`src/rtl/core/lfps_pkg.sv`:
```
`timescale 1ns / 1ps
// Shared types, constants and the position-error function of the line follower PD steering block.
// No dependencies; used by lfps_ctrl, lfps_dp and line_follower_pd_steering.
package lfps_pkg;

    localparam int GAIN_W  = 12;
    localparam int DUTY_W  = 10;
    localparam int SENS_W  = 5;
    localparam int ERR_W   = 3;
    localparam int DELTA_W = 4;
    localparam int ACC_W   = 16;
    localparam int SUM_W   = 17;
    localparam int CIDX_W  = 2;

    localparam int DUTY_MAX_DEF = 1023;
    localparam int FIELD_TOP    = (1 << DUTY_W) - 1;

    localparam logic [GAIN_W-1:0] PROP_GAIN_RST  = 12'd150;
    localparam logic [GAIN_W-1:0] DERIV_GAIN_RST = 12'd80;
    localparam logic [DUTY_W-1:0] BASE_SPEED_RST = 10'd600;

    typedef enum logic [CIDX_W-1:0] {
        CFG_PROP_GAIN  = 2'd0,
        CFG_DERIV_GAIN = 2'd1,
        CFG_BASE_SPEED = 2'd2
    } t_cfg_idx;

    typedef enum logic [2:0] {
        ST_IDLE,
        ST_ERR,
        ST_MUL_P,
        ST_MUL_D,
        ST_DONE
    } t_state;

    typedef struct packed {
        logic load_in;
        logic calc_err;
        logic mul_p;
        logic mul_d;
        logic load_out;
    } t_dp_cmd;

    // Weighted position of the set bits divided by their count, truncated toward zero.
    // With no bit set the sign of the previous error decides.
    function automatic logic signed [ERR_W-1:0] pos_error(
        input logic [SENS_W-1:0]        bits,
        input logic signed [ERR_W-1:0]  prev
    );
        logic signed [3:0] sum;
        logic [2:0]        cnt;
        logic [1:0]        mag;
        logic [1:0]        q;
        logic signed [ERR_W-1:0] res;
        sum = '0;
        cnt = '0;
        for (int i = 0; i < SENS_W; i++) begin
            if (bits[i]) begin
                sum = sum + $signed(4'(i - 2));
                cnt = cnt + 3'd1;
            end
        end
        mag = sum[3] ? 2'(-sum) : sum[1:0];
        if ({1'b0, cnt} == 4'd0) begin
            q = 2'd0;
        end else if ({2'b00, mag} >= {cnt, 1'b0}) begin
            q = 2'd2;
        end else if ({1'b0, mag} >= cnt) begin
            q = 2'd1;
        end else begin
            q = 2'd0;
        end
        if (cnt == 3'd0) begin
            if (prev < 0) begin
                res = -3'sd2;
            end else if (prev > 0) begin
                res = 3'sd2;
            end else begin
                res = 3'sd0;
            end
        end else if (sum[3]) begin
            res = -$signed({1'b0, q});
        end else begin
            res = $signed({1'b0, q});
        end
        return res;
    endfunction

endpackage

```
`src/rtl/core/lfps_ctrl.sv`:
```
`timescale 1ns / 1ps
// Sequencing state machine of the line follower PD steering block.
// Depends on lfps_pkg; drives the datapath commands and both handshakes.
module lfps_ctrl
    import lfps_pkg::*;
(
    input  logic    i_clk,
    input  logic    i_rst_n,
    input  logic    i_in_valid,
    output logic    o_in_stall,
    input  logic    i_out_stall,
    output logic    o_out_valid,
    output t_dp_cmd o_cmd
);

    t_state r_state, n_state;
    logic   r_out_full, n_out_full;
    logic   out_free;

    assign out_free = !r_out_full || !i_out_stall;

    always_comb begin
        n_state = r_state;
        case (r_state)
            ST_IDLE:  if (i_in_valid) n_state = ST_ERR;
            ST_ERR:   n_state = ST_MUL_P;
            ST_MUL_P: n_state = ST_MUL_D;
            ST_MUL_D: n_state = ST_DONE;
            ST_DONE:  if (out_free) n_state = ST_IDLE;
            default:  n_state = ST_IDLE;
        endcase
    end

    always_comb begin
        o_cmd      = '0;
        o_in_stall = 1'b1;
        case (r_state)
            ST_IDLE: begin
                o_in_stall    = 1'b0;
                o_cmd.load_in = i_in_valid;
            end
            ST_ERR:   o_cmd.calc_err = 1'b1;
            ST_MUL_P: o_cmd.mul_p    = 1'b1;
            ST_MUL_D: o_cmd.mul_d    = 1'b1;
            ST_DONE:  o_cmd.load_out = out_free;
            default:  o_cmd = '0;
        endcase
    end

    // The result register stays full until the receiver takes the transaction.
    always_comb begin
        n_out_full = r_out_full;
        if (o_cmd.load_out) begin
            n_out_full = 1'b1;
        end else if (!i_out_stall) begin
            n_out_full = 1'b0;
        end
    end

    always_ff @(posedge i_clk) begin
        if (!i_rst_n) begin
            r_state    <= ST_IDLE;
            r_out_full <= 1'b0;
        end else begin
            r_state    <= n_state;
            r_out_full <= n_out_full;
        end
    end

    assign o_out_valid = r_out_full;

endmodule

```
`src/rtl/core/lfps_dp.sv`:
```
`timescale 1ns / 1ps
// Datapath of the line follower PD steering block: gain registers, error state,
// one shared gain multiplier, accumulator and duty clamps. Depends on lfps_pkg.
module lfps_dp
    import lfps_pkg::*;
#(
    parameter int DUTY_MAX = DUTY_MAX_DEF
)
(
    input  logic                i_clk,
    input  logic                i_rst_n,
    input  t_dp_cmd             i_cmd,
    input  logic                i_cfg_we,
    input  logic [CIDX_W-1:0]   i_cfg_index,
    input  logic [GAIN_W-1:0]   i_cfg_data,
    input  logic [SENS_W-1:0]   i_sensor_bits,
    output logic [DUTY_W-1:0]   o_left_duty,
    output logic [DUTY_W-1:0]   o_right_duty,
    output logic                o_line_lost
);

    localparam int DUTY_TOP = (DUTY_MAX > FIELD_TOP) ? FIELD_TOP : DUTY_MAX;

    logic [GAIN_W-1:0]        r_prop_gain;
    logic [GAIN_W-1:0]        r_deriv_gain;
    logic [DUTY_W-1:0]        r_base_speed;
    logic signed [ERR_W-1:0]  r_prev_err;
    logic [SENS_W-1:0]        r_bits;
    logic signed [DELTA_W-1:0] r_delta;
    logic signed [ERR_W-1:0]  r_err;
    logic                     r_lost;
    logic signed [ACC_W-1:0]  r_acc;
    logic [DUTY_W-1:0]        r_left;
    logic [DUTY_W-1:0]        r_right;
    logic                     r_lost_out;

    logic signed [ERR_W-1:0]   err_now;
    logic [GAIN_W-1:0]         mul_a;
    logic signed [DELTA_W-1:0] mul_b;
    logic signed [ACC_W:0]     product;
    logic signed [SUM_W-1:0]   base_s;
    logic signed [SUM_W-1:0]   left_sum;
    logic signed [SUM_W-1:0]   right_sum;

    assign err_now = pos_error(r_bits, r_prev_err);

    // One multiplier serves both terms: gain times error, then gain times error change.
    assign mul_a   = i_cmd.mul_d ? r_deriv_gain : r_prop_gain;
    assign mul_b   = i_cmd.mul_d ? r_delta : DELTA_W'(r_err);
    assign product = $signed({1'b0, mul_a}) * mul_b;

    assign base_s    = $signed(SUM_W'(r_base_speed));
    assign left_sum  = base_s + SUM_W'(r_acc);
    assign right_sum = base_s - SUM_W'(r_acc);

    function automatic logic [DUTY_W-1:0] clamp(input logic signed [SUM_W-1:0] v);
        logic [DUTY_W-1:0] res;
        if (v < 0) begin
            res = '0;
        end else if (v > $signed(SUM_W'(DUTY_TOP))) begin
            res = DUTY_W'(DUTY_TOP);
        end else begin
            res = v[DUTY_W-1:0];
        end
        return res;
    endfunction

    always_ff @(posedge i_clk) begin
        if (!i_rst_n) begin
            r_prop_gain  <= PROP_GAIN_RST;
            r_deriv_gain <= DERIV_GAIN_RST;
            r_base_speed <= BASE_SPEED_RST;
            r_prev_err   <= '0;
        end else begin
            if (i_cfg_we) begin
                case (i_cfg_index)
                    CFG_PROP_GAIN:  r_prop_gain  <= i_cfg_data;
                    CFG_DERIV_GAIN: r_deriv_gain <= i_cfg_data;
                    CFG_BASE_SPEED: r_base_speed <= i_cfg_data[DUTY_W-1:0];
                    default:        ;
                endcase
            end
            if (i_cmd.calc_err) begin
                r_prev_err <= err_now;
            end
        end
    end

    always_ff @(posedge i_clk) begin
        if (i_cmd.load_in) begin
            r_bits <= i_sensor_bits;
        end
        if (i_cmd.calc_err) begin
            r_err   <= err_now;
            r_delta <= DELTA_W'(err_now) - DELTA_W'(r_prev_err);
            r_lost  <= (r_bits == '0);
        end
        if (i_cmd.mul_p) begin
            r_acc <= product[ACC_W-1:0];
        end else if (i_cmd.mul_d) begin
            r_acc <= r_acc + product[ACC_W-1:0];
        end
        if (i_cmd.load_out) begin
            r_left     <= clamp(left_sum);
            r_right    <= clamp(right_sum);
            r_lost_out <= r_lost;
        end
    end

    assign o_left_duty  = r_left;
    assign o_right_duty = r_right;
    assign o_line_lost  = r_lost_out;

endmodule

```
`src/rtl/core/line_follower_pd_steering.sv`:
```
`timescale 1ns / 1ps
// PD steering controller for a five-sensor line follower: top level.
// Depends on lfps_pkg, lfps_ctrl and lfps_dp.
//
// Each accepted sample of five sensor bits yields one transaction of left and right
// motor duty plus a line-lost flag. A sample passes through acceptance, the position error,
// two passes through the single shared 12x4 gain multiplier (proportional, then derivative
// term), and the add and clamp, at the end of which the result register loads once it is
// free. The input reopens once the result is loaded, so a waiting result does not hold up
// the next sample; no new sample is taken before the last result is loaded. Duties saturate
// at DUTY_MAX, and never above 1023. Gains and base speed are
// written through the configuration port (index 0 proportional gain, 1 derivative gain,
// 2 base speed; index 3 is ignored) and must only be written while no sample is in flight.
module line_follower_pd_steering
    import lfps_pkg::*;
#(
    parameter int DUTY_MAX = DUTY_MAX_DEF
)
(
    input  logic                i_clk,
    input  logic                i_rst_n,
    input  logic                i_in_valid,
    output logic                o_in_stall,
    input  logic [SENS_W-1:0]   i_sensor_bits,
    output logic                o_out_valid,
    input  logic                i_out_stall,
    output logic [DUTY_W-1:0]   o_left_duty,
    output logic [DUTY_W-1:0]   o_right_duty,
    output logic                o_line_lost,
    input  logic                i_cfg_valid,
    output logic                o_cfg_ready,
    input  logic [CIDX_W-1:0]   i_cfg_index,
    input  logic [GAIN_W-1:0]   i_cfg_data
);

    t_dp_cmd cmd;

    assign o_cfg_ready = 1'b1;

    lfps_ctrl u_ctrl (
        .i_clk       (i_clk),
        .i_rst_n     (i_rst_n),
        .i_in_valid  (i_in_valid),
        .o_in_stall  (o_in_stall),
        .i_out_stall (i_out_stall),
        .o_out_valid (o_out_valid),
        .o_cmd       (cmd)
    );

    lfps_dp #(
        .DUTY_MAX (DUTY_MAX)
    ) u_dp (
        .i_clk         (i_clk),
        .i_rst_n       (i_rst_n),
        .i_cmd         (cmd),
        .i_cfg_we      (i_cfg_valid && o_cfg_ready),
        .i_cfg_index   (i_cfg_index),
        .i_cfg_data    (i_cfg_data),
        .i_sensor_bits (i_sensor_bits),
        .o_left_duty   (o_left_duty),
        .o_right_duty  (o_right_duty),
        .o_line_lost   (o_line_lost)
    );

endmodule

```
`config.mk`:
```
export PLATFORM = sky130hd
export DESIGN_NAME = line_follower_pd_steering
export DESIGN_NICKNAME = d
export VERILOG_FILES = /design/src/rtl/core/lfps_pkg.sv /design/src/rtl/core/lfps_ctrl.sv /design/src/rtl/core/lfps_dp.sv /design/src/rtl/core/line_follower_pd_steering.sv
export SDC_FILE = /design/constraint.sdc
export NUM_CORES = 1
export LEC_CHECK = 0
export ABC_AREA = 1
export BUFFER_PORTS_ARGS = -buffer_cell sky130_fd_sc_hd__buf_2
export CAP_MARGIN = 15
export CORE_MARGIN = 5
export CORE_UTILIZATION = 30
export CTS_CLUSTER_DIAMETER = 50
export DETAILED_ROUTE_END_ITERATION = 6
export GPL_TIMING_DRIVEN = 0
export PLACE_DENSITY = 0.47
export SLEW_MARGIN = 20
export SYNTH_ARGS = -nofsm -noshare
export SYNTH_HDL_FRONTEND = slang
export SYNTH_HIERARCHICAL = 1
export SYNTH_SLANG_ARGS = --single-unit
```
`constraint.sdc`:
```
create_clock -name i_clk -period 10.65 [get_ports i_clk]
set_input_delay 0 -clock i_clk [delete_from_list [all_inputs] [get_ports i_clk]]
set_output_delay 0 -clock i_clk [all_outputs]
set_load 0.02 [all_outputs]
```
# Word-level counts from Yosys, hierarchy flattened
# Cells that the tools add are included.
op_classes:
  add_sub_neg: 13
  n_mul: 1
  order_cmp: 8
  eq_ne: 9
  n_mux: 34
  n_reduce_logical: 12
ops:
  columns: ["operator", "n"]
  rows:
  - ["> comparator 17 x 11 -> 1 bit, second input constant", 2]
  - ["less-than comparator 17 x 1 -> 1 bit, second input constant", 2]
  - ["two-way mux 16 bit", 2]
  - ["two-way mux 3 bit", 9]
  - ["two-way mux 10 bit", 2]
  - ["two-way mux 4 bit", 5]
  - ["adder 11 x 16 -> 17 bit", 1]
  - ["subtractor 11 x 16 -> 17 bit", 1]
  - ["adder 16 bit", 1]
  - ["multiplier 13 x 4 -> 16 bit", 1]
  - ["one-hot mux 3 bit (5 select lines)", 1]
  - ["two-way mux 12 bit", 1]
  - ["two-way mux 1 bit", 10]
  - ["adder 3 x 1 -> 3 bit, second input constant", 3]
  - ["two-way mux 2 bit", 4]
  - ["AND reduction 2 bit", 4]
  - ["== test 3 x 2 -> 1 bit, second input constant", 2]
  - ["logical NOT 3 bit", 2]
  - ["logical NOT 5 bit", 1]
  - ["adder 4 x 1 -> 4 bit, second input constant", 1]
  - ["adder 4 x 2 -> 4 bit, second input constant", 1]
  - ["adder 4 x 3 -> 4 bit, second input constant", 1]
  - ["greater-or-equal comparator 2 x 4 -> 1 bit", 1]
  - ["inequality test 2 x 1 -> 1 bit, second input constant", 2]
  - ["16 further kinds", 17]
word_totals:
  register_bits: 91
  output_inout_bits: 24

# Logic depth before layout (Yosys ltp)
depth:
  ltp_word: 17
  mapped_depth: 36
  depth_no_buf: 35

# Cells and area by module
# Netlist, hierarchy kept.
by_module_without_submodules:
  columns: ["module", "n_inst", "cells_each", "area_per_inst_um2", "seq_area_each_um2"]
  rows:
  - ["lfps_dp", 1, 1135, 8020.2, 2242.2]
  - ["lfps_ctrl", 1, 30, 200.2, 80.1]
  - ["line_follower_pd_steering", 1, 2, 11.3, 0.0]

# Least setup slack after synthesis
# OpenSTA, ideal clock, no wires.
synth_path:
  kind: "flip-flop to flip-flop"
  start: "reg u_ctrl.r_state[2]"
  end: "reg u_dp.r_acc[13], data pin"
  arrival_ns: 5.316
  setup_slack_ns: 5.065
  stages_incl_launch_ff: 34
  cell_sequence: "dfxtp_1 inv_1 nand3_1 inv_1 buf_2 inv_1 clkbuf_1 or2_2 o21ai_0 inv_1 nand2_1 fa_1 fa_1 fa_1 inv_1 ha_1 inv_1 fa_1 inv_1 nand3_1 nand2_1 nand2_1 nand2_1 a21oi_1 or2_2 nand2_1 inv_1 ha_1 nand2_1 nor2_1 a211oi_1 nand3_1 nand3_1 o21ai_0"
synth_rtl:
  columns: ["item", "line", "text"]
  rows:
  - ["start: declaration", "lfps_ctrl.sv:16", "t_state r_state, n_state;"]
  - ["start signal: assignment", "lfps_ctrl.sv:65", "r_state <= n_state;"]
  - ["end signal: assignment", "lfps_dp.sv:99", "r_acc <= product[ACC_W-1:0];"]
  - ["end signal: assignment", "lfps_dp.sv:101", "r_acc <= r_acc + product[ACC_W-1:0];"]
  - ["end: declaration", "lfps_dp.sv:32", "logic signed [ACC_W-1:0] r_acc;"]

==> results.json <==
{
  "synth_edf_count": 50,
  "ys_async_sr_fraction_pct": 0,
  "rsz0062_at_grt": "false",
  "row_count": 60,
  "ys_top_cells_by_count": "303 x nand2_1, 203 x inv_1, 103 x nor2_1, 94 x nand3_1, 80 x ha_1",
  "cts_tree": "done",
  "hold_path_class": "primary input to flop",
  "antenna_cells": 0,
  "final_max_slew_viol_count": 0,
  "p_sw_w": 0.0009661,
  "numCtsBuffers": 9,
  "mappedNetlistNets": 1296,
  "ant_nets": 0,
  "root_buffer": "clkbuf_16",
  "yosysSeqAreaShare_pct": 28.21,
  "cp-end-kind": "flop",
  "yosysUniqueCellTypes": 43,
  "grt_overflow": 0,
  "grt_start_max_net_pins": 22,
  "period_needed_ns": 6.423,
  "power_density_nw_per_um2": 216.4,
  "peakVddDrop_mv": 0.09724,
  "status": "complete, no violations",
  "dp_cells": 1554,
  "synth_top_area_share_pct": 18.24,
  "port_buffers": 46,
  "fin_nets": 1373,
  "firstDrtPassIters": 5,
  "synth.most_common_cell": "nand2_1",
  "antenna_found_initial": 0,
  "synthCells": 1167,
  "crit_slowest_cell": "fa_1",
  "layout-drive-gt1-share_pct": 9.287,
  "p_leak_nw": 4.941,
  "post-route-period-util_pct": 60.31,
  "p_sw_share_pct": 47.58,
  "initialDrtViolationCount": 365,
  "yosysWarningCount": 6,
  "cts.repair.resized": 0,
  "crit_fanout": 10,
  "synth_area_leaders": "edfxtp_1 18%, nand2_1 14%, ha_1 12%",
  "p_int_w": 0.001064,
  "wl_um": 21320,
  "synth_area_leader_cell": "edfxtp_1",
  "finalSetupViolCount": 0,
  "die_h_um": 175.6,
  "worstPathRequired_ns": 10.72,
  "finClkSkew_ns": 0.01694,
  "critPathLaunchType": "flop",
  "cp-startpoint": "u_ctrl/r_state[2]$_SDFFE_PN0P_",
  "power_frac_seq_pct": 23.4,
  "clkPwrFrac_pct": 16.1,
  "die_area_um2": 30850,
  "area_growth_pct": 13.95,
  "max_freq_ghz": 0.1557,
  "track_usage_pct": 14.14,
  "grt_pass1_vias": 7084,
  "power_w": 0.002030,
  "worst_pin_slew_ns": 0.7994,
  "place_ws_ns": 4.144,
  "h-tree-depth": 3,
  "drc": 0,
  "hold_violations": 0,
  "min-delay-start": "i_cfg_index[0]",
  "arrival_ns": 6.49,
  "final_cell_count_no_fill": 1590,
  "ys_ff_latch": 91,
  "clk_path_buf_depth": 2,
  "hold_ws_ns": 0.03551,
  "fp.dieW_um": 175.6,
  "grt_pass1_wl_um": 35940,
  "worst-setup-path-type": "flop to flop",
  "maxCapViolCount": 0,
  "setup_tns_ns": 0,
  "initial_core_util_pct": 30.54,
  "path_clk_slew_ns": 0.07,
  "pwr-share-comb_pct": 60.5,
  "yosys_most_used_dff": "edfxtp_1",
  "r2r_start": "u_ctrl/r_state[2]$_SDFFE_PN0P_",
  "core-area_um2": 26950,
  "gp_congestion": 0.8984,
  "netlist_area_um2": 8232,
  "insertion_delay_ns": 0.36,
  "clock-sinks": 91,
  "synth.avg_cell_area_um2": 7.054,
  "timing.final.ws_setup_ns": 4.227,
  "hpwl_um": 17290,
  "slowest_delay_ns": 0.57,
  "postCtsSetupBuffers": 0,
  "vias": 7186,
  "cpMostUsedCell": "inv_1",
  "routedWlPerCell_um": 13.41,
  "slew_headroom_pct": 46.58,
  "vias_per_cell": 4.519,
  "pin_count": 48
}
worst paths after layout:
kind | slack [ns] | cells after the start | endpoint
worst min register to register | 0.43 | 0 | u_dp/o_line_lost$_DFFE_PP_
worst min-delay path | 0.04 | 4 | u_dp/r_prop_gain[0]$_SDFFE_PN0P_
worst max-delay path | 4.23 | 33 | u_dp/r_acc[13]$_DFFE_PP_
worst max register to register | 4.23 | 33 | u_dp/r_acc[13]$_DFFE_PP_
metrics by stage:
step	cell area (um^2)	util, %
2_1_floorplan	8232	-
3_3_place_gp	8889	32.98
3_5_place_dp	8889	32.98
4_1_cts	9380	34.81
5_1_grt	9380	34.81
6_report	9380	34.81
repair_timing:
item / in CTS / in global routing
endpoints found under the setup margin: 0 / 0
hold endpoints to repair: 42 / 0
hold buffers: 20 / 0
power groups by stage:
| stage | combinational (W) | sequential (W) | clock, W |
|---|---|---|---|
| after global placement | 0.00123 | 0.000486 | 0 |
| after floorplan | 0.000955 | 0.000471 | 0 |
| after CTS | 0.00124 | 0.000477 | 0.000339 |
| after detailed placement | 0.00122 | 0.000485 | 0 |
| final | 0.00123 | 0.000476 | 0.000327 |
| after global routing | 0.00141 | 0.000481 | 0.000352 |
state kept, by name (all words and copies together), names as in the netlist:
register and cells:
u_dp/o_right_duty 10, u_dp/r_deriv_gain 12, u_dp/r_err 3, u_ctrl/r_state 3
u_dp/r_lost 1, u_ctrl/o_out_valid 1, u_dp/r_prop_gain 12, u_dp/r_acc 16
u_dp/r_base_speed 10, u_dp/r_delta 4, u_dp/r_bits 5, u_dp/r_prev_err 3
u_dp/o_line_lost 1, u_dp/o_left_duty 10
kinds of logic (layout without fill, tap and decap cells):
logic type               after synthesis  after routing  share of synthesized area, %
AND/OR/NAND/NOR                      563            563                         29.24
buffers and inverters                237            319                         11.45
AO/OA/AOI/OAI                        136            136                         9.181
adder cells (fa/ha/maj)              105            105                         18.24
flip-flops                            91             91                         28.21
XOR/XNOR                              33             33                         3.511
other                                  1              1                       0.04556
multiplexers                           1              1                        0.1216
per-layer routing:
metal | GRT usage, % | vias up | part of all wire (%)
met1 | 19.44 | 3236 | 50
li1 | - | 3849 | -
met4 | 3.411 | 0 | 1.1
met3 | 2.045 | 13 | 2.9
met5 | 0 | - | 0
met2 | 23.51 | 88 | 46
area by class of cell:
type                       count  area (um^2)
fill                        2908        17570
multi-input combinational    839         4967
sequential                    91         2322
inverter                     207        777.0
timing repair buffer          66        430.4
tap                          341        426.7
clock buffer                  12        257.7
buffer                        30        165.2
clock inverter                 4        33.78
layout by cell type (no fill, tap or decap), drive strengths merged:
master       Yosys  final
o211ai           2      2
o2111ai          1      1
nor2           117    117
o21ai           58     58
a21boi           3      3
mux2i            1      1
a21oi           52     52
o21bai           6      6
ha              80     80
and2             1      1
edfxtp          50     50
xor2            26     26
conb             1      1
a21o             4      4
o21a             2      2
dlygate4sd3      0     20
o221ai           1      1
nand4           10     10
a211oi           2      2
dfxtp           41     41
clkbuf          17     29
fa              25     25
clkinv           1      4
inv            206    207
nand3           98     98
o22ai            1      1
o31ai            2      2
nand2          306    306
or2             18     18
a31oi            2      2
nor3            13     13
buf             13     59
xnor2            7      7
critical path, delay by kind of cell (launching register included):
kind,cells,cell delay [ns]
compound gates,4,0.65
buf+inv,10,1.23
fa+ha+maj,6,2.36
simple gates,13,1.48
flops,1,0.38
No activity file was read; power rests on OpenSTA's default activity.
